===== src/sv/mrrc_pkg.sv =====
// Shared types, constants and the CRC-16 byte update for the response checker.
`timescale 1ns / 1ps
package mrrc_pkg;

  localparam int MAX_FRAME_DEF = 256;

  localparam logic [15:0] CRC_INIT = 16'hFFFF;
  localparam logic [15:0] CRC_POLY = 16'hA001;
  localparam int          EXC_BIT  = 7;
  localparam int          WORD_LIMIT = 125;

  // Configuration register indexes
  localparam int CFG_AW = 1;
  localparam logic [CFG_AW-1:0] REG_READ_MODE = 1'b0;
  localparam logic [CFG_AW-1:0] REG_EXP_COUNT = 1'b1;
  localparam int CFG_DW = 7;

  // Frame status codes
  localparam logic [2:0] ST_OK       = 3'd0;
  localparam logic [2:0] ST_SHORT    = 3'd1;
  localparam logic [2:0] ST_CRC      = 3'd2;
  localparam logic [2:0] ST_EXC      = 3'd3;
  localparam logic [2:0] ST_MISMATCH = 3'd4;

  // Job queue between front and back
  localparam int JOB_DEPTH = 4;
  localparam int JOB_AW    = 2;

  localparam int OUT_DW = 40;

  typedef struct packed {
    logic        has_word;
    logic [15:0] word_value;
    logic [6:0]  word_index;
    logic        has_status;
    logic [2:0]  status;
    logic [7:0]  code;
  } job_t;

  // Reflected CRC-16 update by one byte, eight shift steps unrolled
  function automatic logic [15:0] crc_feed(input logic [15:0] crc, input logic [7:0] b);
    logic [15:0] c;
    c = crc ^ {8'h00, b};
    for (int i = 0; i < 8; i++) begin
      if (c[0]) c = (c >> 1) ^ CRC_POLY;
      else      c = c >> 1;
    end
    return c;
  endfunction

endpackage


===== src/sv/mrrc_front.sv =====
// Front end: takes received bytes, runs the CRC and framing state, queues results.
`timescale 1ns / 1ps
module mrrc_front
  import mrrc_pkg::*;
#(
  parameter int MAX_FRAME = MAX_FRAME_DEF
) (
  input  logic        clk,
  input  logic        rst_n,
  input  logic        byte_take,
  input  logic [7:0]  rx_byte,
  input  logic        frame_end,
  input  logic        read_mode,
  input  logic [6:0]  expected_count,
  output logic        job_push,
  output job_t        job
);

  localparam int PW = $clog2(MAX_FRAME + 2);
  localparam int LW = ((PW > 8) ? PW : 8) + 1;
  localparam logic [PW-1:0] P_MAX  = PW'(MAX_FRAME);
  localparam logic [PW-1:0] P_SAT  = PW'(MAX_FRAME + 1);
  localparam logic [PW-1:0] P_ONE  = PW'(1);
  localparam logic [PW-1:0] P_TWO  = PW'(2);
  localparam logic [PW-1:0] P_FIVE = PW'(5);

  logic [15:0]   crc_r, crc_nxt;
  logic [7:0]    d0_r, d0_nxt, d1_r, d1_nxt;
  logic [PW-1:0] pos_r, pos_nxt;
  logic [7:0]    func_r, func_nxt, count_r, count_nxt, code_r, code_nxt;
  logic [7:0]    hold_r, hold_nxt;

  logic [PW-1:0] pos_inc;
  logic [PW-1:0] k;
  logic [LW-1:0] k_half;
  logic          word_en, word_emit;
  logic [15:0]   crc_new;
  logic [7:0]    func_new, count_new, code_new;
  logic [15:0]   rx_crc;
  logic [2:0]    status;

  always_comb begin
    crc_new   = (pos_r >= P_TWO) ? crc_feed(crc_r, d1_r) : crc_r;
    word_en   = (pos_r >= P_FIVE) && (pos_r <= P_MAX) && read_mode && !func_r[EXC_BIT];
    k         = pos_r - P_FIVE;
    k_half    = LW'(k >> 1);
    word_emit = word_en && k[0] && (k_half < LW'(WORD_LIMIT));
    pos_inc   = (pos_r < P_SAT) ? pos_r + P_ONE : pos_r;
    func_new  = (pos_r == P_ONE) ? rx_byte : func_r;
    count_new = (pos_r == P_TWO) ? rx_byte : count_r;
    code_new  = (pos_r == P_TWO) ? rx_byte : code_r;
    // Received CRC is low byte first: the byte before this one, then this one
    rx_crc    = {rx_byte, d0_r};

    if (pos_inc < P_FIVE) begin
      status = ST_SHORT;
    end else if (rx_crc != crc_new) begin
      status = ST_CRC;
    end else if (func_new[EXC_BIT]) begin
      status = ST_EXC;
    end else if (pos_inc > P_MAX) begin
      status = ST_MISMATCH;
    end else if (read_mode && ((count_new != {expected_count, 1'b0}) ||
                               (LW'(pos_inc) != LW'(count_new) + LW'(5)))) begin
      status = ST_MISMATCH;
    end else begin
      status = ST_OK;
    end

    job.has_word   = word_emit;
    job.word_value = {hold_r, d1_r};
    job.word_index = k_half[6:0];
    job.has_status = frame_end;
    job.status     = frame_end ? status : ST_OK;
    job.code       = (frame_end && status == ST_EXC) ? code_new : 8'h00;
    job_push       = byte_take && (word_emit || frame_end);
  end

  always_comb begin
    crc_nxt   = crc_r;
    d0_nxt    = d0_r;
    d1_nxt    = d1_r;
    pos_nxt   = pos_r;
    func_nxt  = func_r;
    count_nxt = count_r;
    code_nxt  = code_r;
    hold_nxt  = hold_r;
    if (byte_take) begin
      if (frame_end) begin
        // Drop all per-frame state back to its idle value
        crc_nxt   = CRC_INIT;
        d0_nxt    = 8'h00;
        d1_nxt    = 8'h00;
        pos_nxt   = '0;
        func_nxt  = 8'h00;
        count_nxt = 8'h00;
        code_nxt  = 8'h00;
        hold_nxt  = 8'h00;
      end else begin
        crc_nxt   = crc_new;
        d0_nxt    = rx_byte;
        d1_nxt    = d0_r;
        pos_nxt   = pos_inc;
        func_nxt  = func_new;
        count_nxt = count_new;
        code_nxt  = code_new;
        hold_nxt  = (word_en && !k[0]) ? d1_r : hold_r;
      end
    end
  end

  always_ff @(posedge clk) begin
    if (!rst_n) begin
      crc_r   <= CRC_INIT;
      d0_r    <= 8'h00;
      d1_r    <= 8'h00;
      pos_r   <= '0;
      func_r  <= 8'h00;
      count_r <= 8'h00;
      code_r  <= 8'h00;
      hold_r  <= 8'h00;
    end else begin
      crc_r   <= crc_nxt;
      d0_r    <= d0_nxt;
      d1_r    <= d1_nxt;
      pos_r   <= pos_nxt;
      func_r  <= func_nxt;
      count_r <= count_nxt;
      code_r  <= code_nxt;
      hold_r  <= hold_nxt;
    end
  end

endmodule


===== config.mk =====
export PLATFORM = sky130hd
export DESIGN_NAME = mrrc_front
export DESIGN_NICKNAME = d
export VERILOG_FILES = /design/src/sv/mrrc_pkg.sv /design/src/sv/mrrc_front.sv
export SDC_FILE = /design/constraint.sdc
export NUM_CORES = 1
export LEC_CHECK = 0
export ABC_AREA = 0
export BUFFER_PORTS_ARGS = -buffer_cell sky130_fd_sc_hd__buf_2
export CAP_MARGIN = 20
export CORE_ASPECT_RATIO = 1.1
export CORE_UTILIZATION = 26
export DETAILED_ROUTE_END_ITERATION = 7
export GPL_ROUTABILITY_DRIVEN = 1
export SLEW_MARGIN = 20
export SYNTH_ARGS = -nofsm -noshare
export SYNTH_HDL_FRONTEND = slang
export SYNTH_SLANG_ARGS = --single-unit

===== constraint.sdc =====
create_clock -name clk -period 3.98 [get_ports clk]
set_input_delay 0.597 -clock clk [delete_from_list [all_inputs] [get_ports clk]]
set_output_delay 0.597 -clock clk [all_outputs]
set_load 0.05 [all_outputs]

# Word-level counts from Yosys, hierarchy flattened
# Index checks and enable logic that the tools add are counted.
dict set report op_classes {
  addsub 3
  n_bitwise 9
  magnitude_cmp 7
  n_reduce_logical 15
  n_eq_ne 6
  n_mux 29
}
# cell n
set ops {}
lappend ops {{$mux W16} 10}
lappend ops {{$mux W8} 11}
lappend ops {{$not A2 Y3} 8}
lappend ops {{$mux W3} 6}
lappend ops {{$mux W9} 2}
lappend ops {{$ne A16 B16 Y1} 1}
lappend ops {{$xor A16 B8 Y16} 1}
lappend ops {{$add A8 B3 Y9 const B} 1}
lappend ops {{$add A9 B1 Y9 const B} 1}
lappend ops {{$eq A9 B1 Y1 const B} 1}
lappend ops {{$eq A9 B2 Y1 const B} 1}
lappend ops {{$ge A9 B2 Y1 const B} 1}
lappend ops {{$ge A9 B3 Y1 const B} 1}
lappend ops {{$gt A9 B9 Y1 const B} 1}
lappend ops {{$le A9 B9 Y1 const B} 1}
lappend ops {{$logic_and A1 B1 Y1} 9}
lappend ops {{$lt A9 B3 Y1 const B} 1}
lappend ops {{$lt A9 B9 Y1 const B} 1}
lappend ops {{$ne A9 B9 Y1} 1}
lappend ops {{$sub A9 B3 Y9 const B} 1}
lappend ops {{$lt A8 B7 Y1 const B} 1}
lappend ops {{$ne A8 B8 Y1} 1}
lappend ops {{$eq A3 B2 Y1 const B} 1}
lappend ops {{$logic_not A1 Y1} 2}
lappend ops {{other kinds (3)} 4}
dict set report totals {
  input_bits 20
  wordCells 77
  regBits 66
}

# Depth between registers and ports, before layout
dict set report depth {
  ltp_word 24
  depth_mapped 14
  ltp_nobuf 13
}

# Worst setup path after synthesis
# No wires, ideal clock.
dict set report synth_path {
  kind {reg-to-output}
  from {register pos_r[7]}
  to {output job[10] (netlist name)}
  path_buffers 2
  arrival_time_ns 4.201
  path_slack_ns -0.818
  path_stages_with_launch 14
  cell_sequence {dfxtp_1 -> buf_2 -> nor3_1 -> and3_1 -> buf_2 -> and2_1 -> a21o_1 -> ha_1 -> inv_1 -> a32oi_1 -> o21ai_0 -> xnor2_1 -> o41ai_1 -> a2111oi_1}
}
# item line_no
set synth_lines {}
lappend synth_lines {{start, declared} mrrc_front.sv:29} ;# logic [PW-1:0] pos_r, pos_nxt;
lappend synth_lines {{start signal, assigned} mrrc_front.sv:126} ;# pos_r <= pos_nxt;
lappend synth_lines {{end, declared} mrrc_front.sv:16} ;# output job_t job

==> results list <==
- The number of nets in the synthesized netlist is between 500 and 600.
* Pin slew with the least headroom to its limit: about 1.1 ns
- The floorplan has between 40 and 50 rows.
- After synthesis the cells add up to roughly 0.0044 mm².
* Setup Crit Path Kind: reg -> out
* Setup Fix Bufs, Post-CTS: 0
- Fraction of registers with async set or reset after synthesis: 0
- Number of global-route vias before repair: approximately 3,900
- Number of remaining DRC errors: 0
- The number of buffers and inverters on the critical path is 1.
- Register bit total from synthesis: between 60 and 70
- Global routing finished with a remaining overflow of 0.
* DR vias/cell: just under 5
* Die area: approximately 0.017 mm²
- The worst register-to-register path ends at hold_r[7].
- Layout cell share with drive strength beyond 1: 0.195
- For hold timing, the worst endpoint is code_r[5].
* Initial standard-cell utilization of the core: 0.267
- Synth-to-Final Area Change: 21.7%
- Per-cell routed wire length: around 16 µm
* Non-Filler Instances: 798
- Worst voltage drop across the vdd grid: 144 µV
* Maximum number of pins on one net before global-route repair: 67
* Count of pins over their slew limit: 0
- The number of antenna violations at the first check in global routing came to 0.
- Register-to-Register Setup Slack: 1.19 ns
- Hold-fix buffers, CTS: 0
- Clock H-tree levels: 3
- Count of cells resized by post-cts repair: 0
* Wire length after detailed routing: 13.1 mm
- Clock edge transition at the registers on the reported setup and hold paths: about 0.06 ns
- Number of buffer cells added on primary ports: 56
* Post-layout instance area: 0.00533 mm²
- Count of nets left with antenna violations after detail routing: 0
- Result of the run: completed
- The tree is rooted in a clkbuf_16.
* Y dimension of the die: between 100 and 150 µm
- The worst hold path was traced through 2 stages.
- In this run the static leakage power is between 1.5 and 2 nW.
* Number of clock sinks: 66
- Slowest cell on crit path: or4_4
- In this run, the number of DRC markers left after iteration 0 of detailed routing was approximately 350.
- Once detailed placement completed, the half-perimeter wirelength came to ~9.5 mm.
- Measured against its own limit, the worst slew margin works out to 0.288.
* DP Cell Count: between 700 and 800
- For this run, the leading register cell type out of synthesis is dfxtp_1.
- Largest delay contributor family on the critical path: compound AO/OA/AOI/OAI gates
- Static timing analysis puts the maximum clock frequency at around 0.25 GHz.
- Sequential fraction of the synthesis area: 0.302
- Pre-CTS worst setup slack: about 0.38 ns
- 0 antenna diodes ended up in the layout.
- Placer's final routability congestion estimate: approximately 0.84
- Clock latency on the worst-skew pair: around 0.34 ns
* PwrDens: 324 mW/mm²
- After floorplanning, the core was sized to cover 0.0164 mm².
* Largest clock skew in the final design: 0.00654 ns
- The design draws between 1.5 and 2 mW.
- The number of hold-slack violations in the final timing report came to 0.
- The worst path needs ~4.0 ns of the cycle, external delays included.
* Final setup TNS: 0 ns
* First-pass GRT wire length: around 21 mm
* Die Width: 126 µm
* Mapped Avg Cell Area: between 8 and 9 µm²
- Post-synthesis instance total: between 500 and 600
- 57 I/O pins were placed.
- Number of cells on the worst reg-to-reg path: 7
- RSZ-0062 raised after global routing: yes
* Number of nets in the finished design: between 600 and 700
- The first detailed-routing pass took 4 iterations.
- In this run the most critical hold path is launched from code_r[5].
* Kind of end point of the critical path: output pin
- Once placement finished, the instance area stood at between 0.004 and 0.005 mm².
- Chain of cells forming the critical path: or4_4 > or3_4 > o211a_1 > a221o_1 > a2111oi_2 > nand3_1 > o41ai_2 > a2111oi_4 > buf_4
* Synth Warn #: 0
- Buffers from clock root to sink, at most: 2
* Post-route clock period utilization: 0.993
- The tool flagged a number of max-cap violations equal to 0.
- Setup violations remaining at the end of the flow were counted as 0.
- For the worst setup path, the data required time is between 3 and 4 ns.
- The largest single stage delay on the critical path is around 0.59 ns.
* Cell variety after synth: just over 50
- Slack of the critical path: around 0.026 ns
- Number of CTS-inserted buffers: 9
* Startpoint kind of the worst setup timing path: flop
- Hold Crit Class: reg -> reg
- Startpoint of the worst register-to-register path: pos_r[3]
- TritonCTS built the clock tree.
* Worst EP arrival: roughly 3.4 ns
- Counting the fill cells in the layout gives around 1,800.
- Global routing usage summed across all routing layers: 0.154
- Total via count in the routed design: 3,950
- In this run the worst path has a maximum fanout of 6.
- Number of enable-type register cells in the synthesized netlist: 0
-- how the worst max path moves through the flow --
stage          slack (ns)      end      from  cells after the start
6_report             0.03  job[10]  pos_r[3]                      9
4_1_cts            0.0002  job[10]  pos_r[0]                     13
2_1_floorplan       -0.24   job[2]   d1_r[4]                      9
3_5_place_dp         0.38  job[10]  pos_r[3]                     12
3_3_place_gp         0.41  job[10]  pos_r[0]                     13
5_1_grt             -0.12  job[10]  pos_r[3]                      9
-- cells in the mapped netlist (all sizes together), types with 2 or more instances --
| master | n | area share |
|---|---|---|
| dfxtp | 66 | 0.30 |
| inv | 19 | 0.016 |
| nor2b | 40 | 0.057 |
| clkbuf | 31 | 0.027 |
| a22oi | 13 | 0.022 |
| and3 | 6 | 0.0086 |
| o21ai | 14 | 0.016 |
| o22ai | 24 | 0.034 |
| nand4b | 3 | 0.0060 |
| o31a | 2 | 0.0040 |
| a2111oi | 2 | 0.0057 |
| nand3 | 17 | 0.019 |
| a21oi | 20 | 0.023 |
| a211oi | 4 | 0.0069 |
| xor2 | 30 | 0.060 |
| a21boi | 15 | 0.026 |
| buf | 12 | 0.015 |
| a21o | 3 | 0.0051 |
| or3 | 3 | 0.0054 |
| o32ai | 3 | 0.0060 |
| a32oi | 2 | 0.0040 |
| xnor2 | 45 | 0.090 |
| nor3 | 12 | 0.014 |
| nor3b | 3 | 0.0051 |
| and2 | 14 | 0.020 |
| nand4 | 8 | 0.011 |
| nand3b | 2 | 0.0034 |
| nor4 | 9 | 0.016 |
| nor2 | 11 | 0.0094 |
| nand2 | 59 | 0.051 |
| mux2 | 2 | 0.0051 |
| mux2i | 26 | 0.059 |
| ha | 5 | 0.014 |
| o21a | 3 | 0.0051 |
-- cell families (layout without fill, tap and decap cells) --
group / Yosys count / after routing / share of synthesized area
mux: 28 / 28 / 0.0646
fa+ha+maj: 5 / 5 / 0.0143
flops: 66 / 66 / 0.302
xor+xnor: 76 / 76 / 0.155
buf+inv: 62 / 117 / 0.0583
compound gates: 112 / 112 / 0.173
simple gates: 190 / 190 / 0.233
-- metal layers --
layer	part of all wire	GRT usage	vias up
met4	0.015	0.0545	0
met1	0.47	0.200	1863
met2	0.47	0.256	87
met5	0	0	-
met3	0.044	0.0248	16
li1	-	-	1984
-- final cells by class --
cell class                      instances  area [µm²]  share of cell area
Clock buffer                           10         239              0.0448
Clock inverter                          6        88.8              0.0167
Inverter                               19        71.3              0.0134
Multi-Input combinational cell        411        2870               0.539
Sequential cell                        66        1320               0.248
Tap cell                              204         255              0.0479
Timing Repair Buffer                   82         484              0.0908
-- power by group --
| part | switching (mW) | total, mW | internal [mW] |
|---|---|---|---|
| clock | 0.304 | 0.870 | 0.566 |
| combinational | 0.117 | 0.183 | 0.0664 |
| sequential | 0.00731 | 0.675 | 0.668 |
| total | 0.428 | 1.73 | 1.30 |
-- state kept, by name, indices dropped and copies added (netlist names) --
register,count
pos_r,9
hold_r,8
crc_r,16
d0_r,8
count_r,8
d1_r,8
func_r,1
code_r,8
-- tightest hold or removal path, cell delays in order, from the launching register on --
cell      delay (ns)
dfxtp_1         0.31
nand2_1         0.04
a21boi_0        0.06
-- per-stage QoR --
stage          hold WS [ns]   util
6_report              0.468  0.324
5_1_grt               0.503  0.324
4_1_cts               0.472  0.320
3_5_place_dp          0.463  0.300
3_3_place_gp          0.456  0.300
2_1_floorplan         0.443      -
-- placed cells by master (no fill, tap or decap), types with 3 or more instances in the layout --
cell type	netlist	routed
dfxtp_1	66	66
nand2_1	59	59
buf_2	6	54
xnor2_1	45	44
nor2b_1	40	40
xor2_1	30	30
buf_4	4	27
mux2i_1	26	25
o22ai_1	24	24
a21oi_1	20	20
inv_1	19	19
nand3_1	17	17
and2_1	14	14
o21ai_0	14	14
a21boi_0	14	14
a22oi_1	13	13
nor3_1	12	12
nor2_1	11	10
clkbuf_16	0	9
nand4_1	8	8
nor4_1	8	6
and3_1	6	5
a211oi_1	4	4
ha_1	5	4
a21o_1	3	3
nand4b_1	3	3
nor3b_1	3	3
o21a_1	3	3
o32ai_1	3	3
Power figures use the tool's default switching activity.
